<file path="src/hw/rtl/tiu_pkg.sv">
// ----------------------------------------------------------------------------
// Trilinear interpolator package
// Pipeline depth and lane count constants, and the merge-stage enable group.
// ----------------------------------------------------------------------------
`default_nettype none

package tiu_pkg;

    localparam int LERP_STAGES = 3;
    localparam int X_LANES     = 4;

    typedef struct packed {
        logic [LERP_STAGES-1:0] y_en;
        logic [LERP_STAGES-1:0] z_en;
    } merge_ctl_t;

endpackage

`default_nettype wire

</file>
<file path="src/hw/rtl/tiu_lerp.sv">
// ----------------------------------------------------------------------------
// Trilinear interpolator lerp lane
// Three-stage a + round((b - a) * f / 2^FRAC_BITS): difference, product, sum.
// ----------------------------------------------------------------------------
`default_nettype none

module tiu_lerp #(
    parameter int VALUE_BITS = 32,
    parameter int FRAC_BITS  = 16
) (
    input  wire                                      clk,
    input  wire logic [tiu_pkg::LERP_STAGES-1:0]     en,
    input  wire logic signed [VALUE_BITS-1:0]        a,
    input  wire logic signed [VALUE_BITS-1:0]        b,
    input  wire logic [FRAC_BITS:0]                  f,
    output logic signed [VALUE_BITS-1:0]             y
);

    localparam int DW = VALUE_BITS + 1;
    localparam int FW = FRAC_BITS + 1;
    localparam int PW = DW + FW;
    localparam logic [PW:0] HALF = {{(PW + 1 - FRAC_BITS){1'b0}}, 1'b1,
                                    {(FRAC_BITS - 1){1'b0}}};

    logic signed [DW-1:0]         d_reg, d_next;
    logic signed [VALUE_BITS-1:0] a1_reg, a2_reg;
    logic [FW-1:0]                f1_reg;
    logic signed [FW:0]           f_sgn;
    logic signed [PW:0]           prod_reg, prod_next;
    logic [PW:0]                  a_ext;
    logic [PW:0]                  sum;
    logic signed [VALUE_BITS-1:0] y_reg, y_next;

    assign d_next = {b[VALUE_BITS-1], b} - {a[VALUE_BITS-1], a};

    assign f_sgn     = {1'b0, f1_reg};
    assign prod_next = d_reg * f_sgn;

    assign a_ext  = {{(PW + 1 - VALUE_BITS){a2_reg[VALUE_BITS-1]}}, a2_reg};
    assign sum    = (a_ext << FRAC_BITS) + prod_reg + HALF;
    assign y_next = sum[FRAC_BITS +: VALUE_BITS];

    always_ff @(posedge clk)
    begin
        if (en[0])
        begin
            d_reg  <= d_next;
            a1_reg <= a;
            f1_reg <= f;
        end
        if (en[1])
        begin
            prod_reg <= prod_next;
            a2_reg   <= a1_reg;
        end
        if (en[2])
        begin
            y_reg <= y_next;
        end
    end

    assign y = y_reg;

endmodule

`default_nettype wire

</file>
<file path="src/hw/rtl/tiu_merge.sv">
// ----------------------------------------------------------------------------
// Trilinear interpolator merge stage
// Blend the four x-lane results along y with two lerps, then along z with one.
// ----------------------------------------------------------------------------
`default_nettype none

module tiu_merge #(
    parameter int VALUE_BITS = 32,
    parameter int FRAC_BITS  = 16
) (
    input  wire                                  clk,
    input  wire tiu_pkg::merge_ctl_t             ctl,
    input  wire logic signed [VALUE_BITS-1:0]    x00,
    input  wire logic signed [VALUE_BITS-1:0]    x01,
    input  wire logic signed [VALUE_BITS-1:0]    x10,
    input  wire logic signed [VALUE_BITS-1:0]    x11,
    input  wire logic [FRAC_BITS:0]              fy,
    input  wire logic [FRAC_BITS:0]              fz,
    output logic signed [VALUE_BITS-1:0]         value
);

    logic signed [VALUE_BITS-1:0] y0;
    logic signed [VALUE_BITS-1:0] y1;

    tiu_lerp #(
        .VALUE_BITS (VALUE_BITS),
        .FRAC_BITS  (FRAC_BITS)
    ) u_lerp_y0 (
        .clk (clk),
        .en  (ctl.y_en),
        .a   (x00),
        .b   (x10),
        .f   (fy),
        .y   (y0)
    );

    tiu_lerp #(
        .VALUE_BITS (VALUE_BITS),
        .FRAC_BITS  (FRAC_BITS)
    ) u_lerp_y1 (
        .clk (clk),
        .en  (ctl.y_en),
        .a   (x01),
        .b   (x11),
        .f   (fy),
        .y   (y1)
    );

    tiu_lerp #(
        .VALUE_BITS (VALUE_BITS),
        .FRAC_BITS  (FRAC_BITS)
    ) u_lerp_z (
        .clk (clk),
        .en  (ctl.z_en),
        .a   (y0),
        .b   (y1),
        .f   (fz),
        .y   (value)
    );

endmodule

`default_nettype wire

</file>
<file path="config.mk">
export PLATFORM = sky130hd
export DESIGN_NAME = tiu_merge
export DESIGN_NICKNAME = d
export VERILOG_FILES = /design/src/hw/rtl/tiu_pkg.sv /design/src/hw/rtl/tiu_lerp.sv /design/src/hw/rtl/tiu_merge.sv
export SDC_FILE = /design/constraint.sdc
export NUM_CORES = 2
export LEC_CHECK = 0
export ABC_AREA = 1
export BUFFER_PORTS_ARGS = -buffer_cell sky130_fd_sc_hd__buf_2
export CORE_UTILIZATION = 44
export DETAILED_ROUTE_END_ITERATION = 6
export GPL_ROUTABILITY_DRIVEN = 0
export GPL_TIMING_DRIVEN = 0
export PLACE_DENSITY = 0.63
export SLEW_MARGIN = 20
export SYNTH_ARGS = -nofsm -noshare
export SYNTH_HDL_FRONTEND = slang
export SYNTH_SLANG_ARGS = --single-unit
export TNS_END_PERCENT = 100
</file>
<file path="constraint.sdc">
create_clock -name clk -period 5.95 [get_ports clk]
set_input_delay 1.19 -clock clk [delete_from_list [all_inputs] [get_ports clk]]
set_output_delay 1.19 -clock clk [all_outputs]
set_load 0.005 [all_outputs]
</file>
# Word-level counts from Yosys, hierarchy flattened
# Cells that the tools add are included.
# Widths: inputs -> output; s select.
dict set report totals {
  input_bits 169
  output_inout_bits 32
  ff_bits 565
}
dict set report classes {
  addsub 9
  n_mul 3
}
# operator count
set op_table {}
lappend op_table {{$add 48x16->48 const B} 3}
lappend op_table {{$add 48x48->48} 3}
lappend op_table {{$mul 33x18->48} 3}
lappend op_table {{$sub 32x32->33} 3}

# Logic depth before layout (Yosys ltp)
dict set report logic_depth {
  word_depth 2
  mapped_depth 28
  depth_no_buf 26
}

# Modules after synthesis
# From an unflattened synthesis, not the netlist that was laid out.
dict set report unflattened {
  hier_cells 11618
  hier_area_um2 90688.2
}
# module cells_each area_each_um2 instances
set modules_own_cells {}
lappend modules_own_cells {{tiu_lerp at u_lerp_y0} 3886 30311.6 1}
lappend modules_own_cells {{tiu_lerp at u_lerp_z} 3884 30232.7 1}
lappend modules_own_cells {{tiu_lerp at u_lerp_y1} 3848 30143.9 1}

# Least setup slack after synthesis
# No wires, ideal clock.
dict set report synth_path {
  kind {flip-flop to flip-flop}
  start {register u_lerp_z.d_reg[32]}
  end {register u_lerp_z.prod_reg[47], data pin}
  arrival_time_ns 5.678
  setup_time_ns 0.252
  path_stages_with_launch 23
  path_slack_ns 0.020
  period_less_slack_ns 5.930
  t_required_ns 5.698
  cell_sequence {edfxtp_1 > clkbuf_1 > clkbuf_1 > nand2_1 > fa_1 > inv_1 > fa_1 > inv_1 > fa_1 > fa_1 > fa_1 > fa_1 > inv_1 > ha_1 > nand4_1 > nor3_1 > nand3_1 > nor2_1 > nand2_1 > nand3_2 > inv_1 > nand2_1 > nand2_1}
}
dict set report synth_via {
  elab_chain_len 1
}
# item line
set synth_lines {}
lappend synth_lines {{start: declaration} tiu_lerp.sv:25} ;# logic signed [DW-1:0] d_reg, d_next;
lappend synth_lines {{start signal: assignment} tiu_lerp.sv:47} ;# d_reg <= d_next;
lappend synth_lines {{$mul 33x18->48} tiu_lerp.sv:37} ;# assign prod_next = d_reg * f_sgn;
lappend synth_lines {{net u_lerp_z.prod_next[47]} tiu_lerp.sv:29} ;# logic signed [PW:0] prod_reg, prod_next;
lappend synth_lines {{end signal: assignment} tiu_lerp.sv:53} ;# prod_reg <= prod_next;
lappend synth_lines {{end: declaration} tiu_lerp.sv:29}
# The timed path passes the listed nets, and every way through them passes these cells.
# A chain may end at the register's enable or synchronous reset.

==> results.md <==
* Compound-Gate Fraction of Synth Area at about 5%
* CTS tree: yes
* Tot GR Track Use at between 20% and 30%
* Signal arrival time at the worst endpoint at roughly 6.5 ns
* Critical path fanouts, max at 10
* Worst relative slew slack at 47.5%
* Met3 global-route usage at under 10%
* Clock net sink count at 520
* Class of the most critical hold timing path: flop to flop
* Area of all sequential standard cells at 0.0156 mm²
* Min-Delay Endpoint: u_lerp_y0.a2_reg[11]$_DFFE_PP_
* Pin count of the biggest net entering global routing at 86
* Antenna violations before repair at 18
* Crit path setup slack, layout at -0.125 ns
* Area share of the largest cell type after synthesis at between 30% and 40%
* Distinct cell type count of the synthesized netlist at 42
* Most frequent standard cell in the layout excluding fill and tap cells: sky130_fd_sc_hd__inv_1
* Fraction of met1 tracks used by global routing at between 30% and 40%
* Combinational family with the most area after synthesis: adder cells
* Adder-cell share of the synthesized area at a little over two fifths
* Site Rows at ~160
* Most used cells in the layout excluding fill and tap cells: sky130_fd_sc_hd__inv_1 (3353), sky130_fd_sc_hd__nand2_1 (2749), sky130_fd_sc_hd__fa_1 (1458), sky130_fd_sc_hd__edfxtp_1 (520), sky130_fd_sc_hd__ha_1 (415)
* Critical-path top delay cell: sky130_fd_sc_hd__fa_1
* Delay of the slowest critical-path stage at 0.58 ns
* Worst Skew at just over 0.07 ns
* Most common cell on crit path: sky130_fd_sc_hd__fa_1
* First-pass iteration count of the detailed router at 6
* Core occupancy in the finished layout at 52.0%
* Unrepaired setup endpoints after global routing: yes
* Buffers added on ports at 200
* Share of synthesized area occupied by flip-flops and latches at 17.5%
* Number of buffers on the longest clock path at 3
* Critical path required time at ~6.4 ns
* Number of maximum-capacitance constraint violations at 0
* Number of enable-type register cells in the synthesized netlist at 520
* Global-route wire length before repair at roughly 460 mm
* Kind of critical path: flop to flop
* Hold Path Cell Cnt at 0
* GR peak layer: met2
* Core Footprint at 0.201 mm²
* Overall via count from detail_route at between 70k and 80k
* Ratio of final minimum period to clock period at 102%
* CTS H-Tree Depth at 2
* Synthesized-area fraction occupied by xor and xnor cells at 2.10%
* Half-perimeter wire length of the detailed placement result at 245 mm
* Most area-consuming cells after synthesis: sky130_fd_sc_hd__fa_1 (35%), sky130_fd_sc_hd__edfxtp_1 (18%), sky130_fd_sc_hd__inv_1 (15%)
* Worst slew pin tran at approximately 0.79 ns
* Ratio of cells with drive above 1 in the final layout at ~16%
* Non-filler instance count after layout at between 10k and 15k
* Status: finished, violations left
* Horizontal die dimension at between 400 and 500 µm
* Cell chain of the critical path: buf_8 > buf_12 > nand2_4 > inv_1 > fa_1 > inv_1 > fa_1 > fa_1 > fa_1 > inv_2 > fa_1 > inv_2 > fa_1 > inv_2 > ha_4 > nand2_4 > buf_6 > nor2_4 > nand2_2 > nor2_4 > nor2_4 > nand3b_1 > nand3_2 > nand2_2
* Mapped cell area at 0.0892 mm²
* # placed instances at 14.2k
* Worst setup EP type: flop
* Number of endpoints with negative hold slack in the final report at 0
* Startpoint type of the worst setup path: flop
* Clock tree root driver cell: sky130_fd_sc_hd__clkbuf_16
* DRC errors left at 0
* Depth of the worst register-to-register path at 24
* Async SR Flop Fraction at 0%
* HP Start: u_lerp_y0.a1_reg[11]$_DFFE_PP_
* Net Count, Synth at roughly 14k
* Reg clk slew, reported paths at approximately 0.060 ns
* Avg Cell Area, Syn at around 8 µm²
* Number of buffers added to fix hold violations after cts at 0
* R2r endpoint: u_lerp_y0.prod_reg[32]$_DFFE_PP_
* Flip-flop and latch count after synthesis at 520
* Die height at 452 µm
* Area added between synthesis and finish at 17.0%
* Count of routing violations after the opening detailed-route iteration at between 7k and 8k
* DR vias/cell at 5.23
* Number of top-level design ports at around 200
* Final critical-path required period at about 6 ns
* Violated checks: negative setup slack
* Synthesized-area fraction occupied by and/or/nand/nor cells at 17.2%
* Post-synthesis cell type with the largest combined area: sky130_fd_sc_hd__fa_1
* Highest clock frequency the design can meet at around 160 MHz
* Worst-Skew Late Latency at ~0.76 ns
* Number of global-route vias before repair at 76.4k
* Final antenna-violating net count at 0
* Final Routed Wirelength at around 310 mm
* Startpoint of the worst register-to-register path: u_lerp_y1.f1_reg[8]$_DFFE_PP_
* Die ar. at around 0.20 mm²
* Final setup fails at 18
* Worst hold slack after final layout at a little over 0.4 ns
* Internal reg-to-reg setup slack at -0.13 ns
* Total area of multi-input combinational cells at 0.0635 mm²
* Net count, final at 14.0k
* Mapped Cells at between 10k and 15k
* TritonCTS Buffers at 60
* Fraction of met2 tracks used by global routing at between 40% and 50%
* Count of warnings emitted by yosys at 0
* Synth Flop Type: sky130_fd_sc_hd__edfxtp_1
* Number of filler instances in the final layout at approximately 19k
* Max-slew violation count at 0
* Post-DR wirelength/cell at 21.4 µm
* Global route overflow at 0
* Multiplexer share of the synthesized area at 0%
* Initial core utilization at between 40% and 50%
## metal layers
| layer | up-vias | routed length (µm) |
|---|---|---|
| met4 | 18 | 29300 |
| met1 | 36900 | 110000 |
| li1 | 33700 | - |
| met5 | - | 119 |
| met2 | 4114 | 140000 |
| met3 | 1228 | 31100 |
## critical path: cells and delay by family, from the launching register on
family                     cells  cell delay (ns)
adders and majority gates      7             3.43
buffers and inverters          8             0.78
and+or+nand+nor                9             1.04
DFF                            1             0.49
## cell type report
class / count / area share [%]
repair buffers: 554 / 4.13
flip-flops and latches: 520 / 15.0
multi-input cells: 6927 / 60.9
inverters: 3477 / 12.5
well taps: 2656 / 3.18
diodes: 10 / 0.0240
clock inverters: 47 / 0.514
clock buffers: 66 / 1.46
plain buffers: 267 / 2.35
## worst max-delay path by stage
| stage | startpoint | to | slack (ns) | depth (start not counted) |
|---|---|---|---|---|
| 6_report | u_lerp_y1.f1_reg[8]$_DFFE_PP_ | u_lerp_y0.prod_reg[32]$_DFFE_PP_ | -0.13 | 24 |
| 5_1_grt | u_lerp_y1.f1_reg[4]$_DFFE_PP_ | u_lerp_y1.prod_reg[47]$_DFFE_PP_ | -0.28 | 26 |
| 4_1_cts | u_lerp_y1.f1_reg[4]$_DFFE_PP_ | u_lerp_y1.prod_reg[47]$_DFFE_PP_ | -0.05 | 24 |
| 3_5_place_dp | u_lerp_y1.f1_reg[10]$_DFFE_PP_ | u_lerp_y1.prod_reg[47]$_DFFE_PP_ | -2.18 | 19 |
| 3_3_place_gp | u_lerp_y1.f1_reg[10]$_DFFE_PP_ | u_lerp_y1.prod_reg[47]$_DFFE_PP_ | -2.14 | 19 |
| 2_1_floorplan | u_lerp_z.d_reg[32]$_DFFE_PP_ | u_lerp_z.prod_reg[47]$_DFFE_PP_ | 0.02 | 22 |
## cells in the mapped netlist (25+ instances only)
cell type                  count
sky130_fd_sc_hd__nor2_1      473
sky130_fd_sc_hd__inv_1      3472
sky130_fd_sc_hd__nor3_1       36
sky130_fd_sc_hd__nand2_1    2946
sky130_fd_sc_hd__nand3b_1     25
sky130_fd_sc_hd__buf_1        36
sky130_fd_sc_hd__o21bai_1     65
sky130_fd_sc_hd__nand4_1      61
sky130_fd_sc_hd__xor2_1      167
sky130_fd_sc_hd__clkbuf_1    340
sky130_fd_sc_hd__a21oi_1     379
sky130_fd_sc_hd__edfxtp_1    520
sky130_fd_sc_hd__ha_1        519
sky130_fd_sc_hd__o21ai_0     196
sky130_fd_sc_hd__nand3_1     252
sky130_fd_sc_hd__a21o_1       26
sky130_fd_sc_hd__fa_1       1548
sky130_fd_sc_hd__xnor2_1      47
sky130_fd_sc_hd__o21a_1       30
## through the flow
step	setup WS, ns	setup TNS, ns	instance area, µm²
2_1_floorplan	0.0202	0	89200
3_3_place_gp	-2.14	-123.20	93500
3_5_place_dp	-2.18	-125.42	93700
4_1_cts	-0.0468	-0.302	100000
5_1_grt	-0.280	-6.89	104000
6_report	-0.125	-0.856	104000
## kinds of logic after synthesis
family | after synthesis
DFF | 520
adders and majority gates | 2067
and+or+nand+nor | 3858
buffers and inverters | 3856
xor gates and xnor gates | 214
AOI/OAI and AO/OA | 788
## what timing repair did
item | 4_1_cts | 5_1_grt
gates cloned | 2 | 9
setup endpoints to repair | 99 | 94
setup buffers | 198 | 142
pin swaps | 159 | 377
endpoints found under the hold margin | 0 | 0
gates resized for setup | 920 | 998
Power is left out: the tool's default activity adds up to more than one toggle a clock period on the data nets, which glitch-free logic cannot reach.
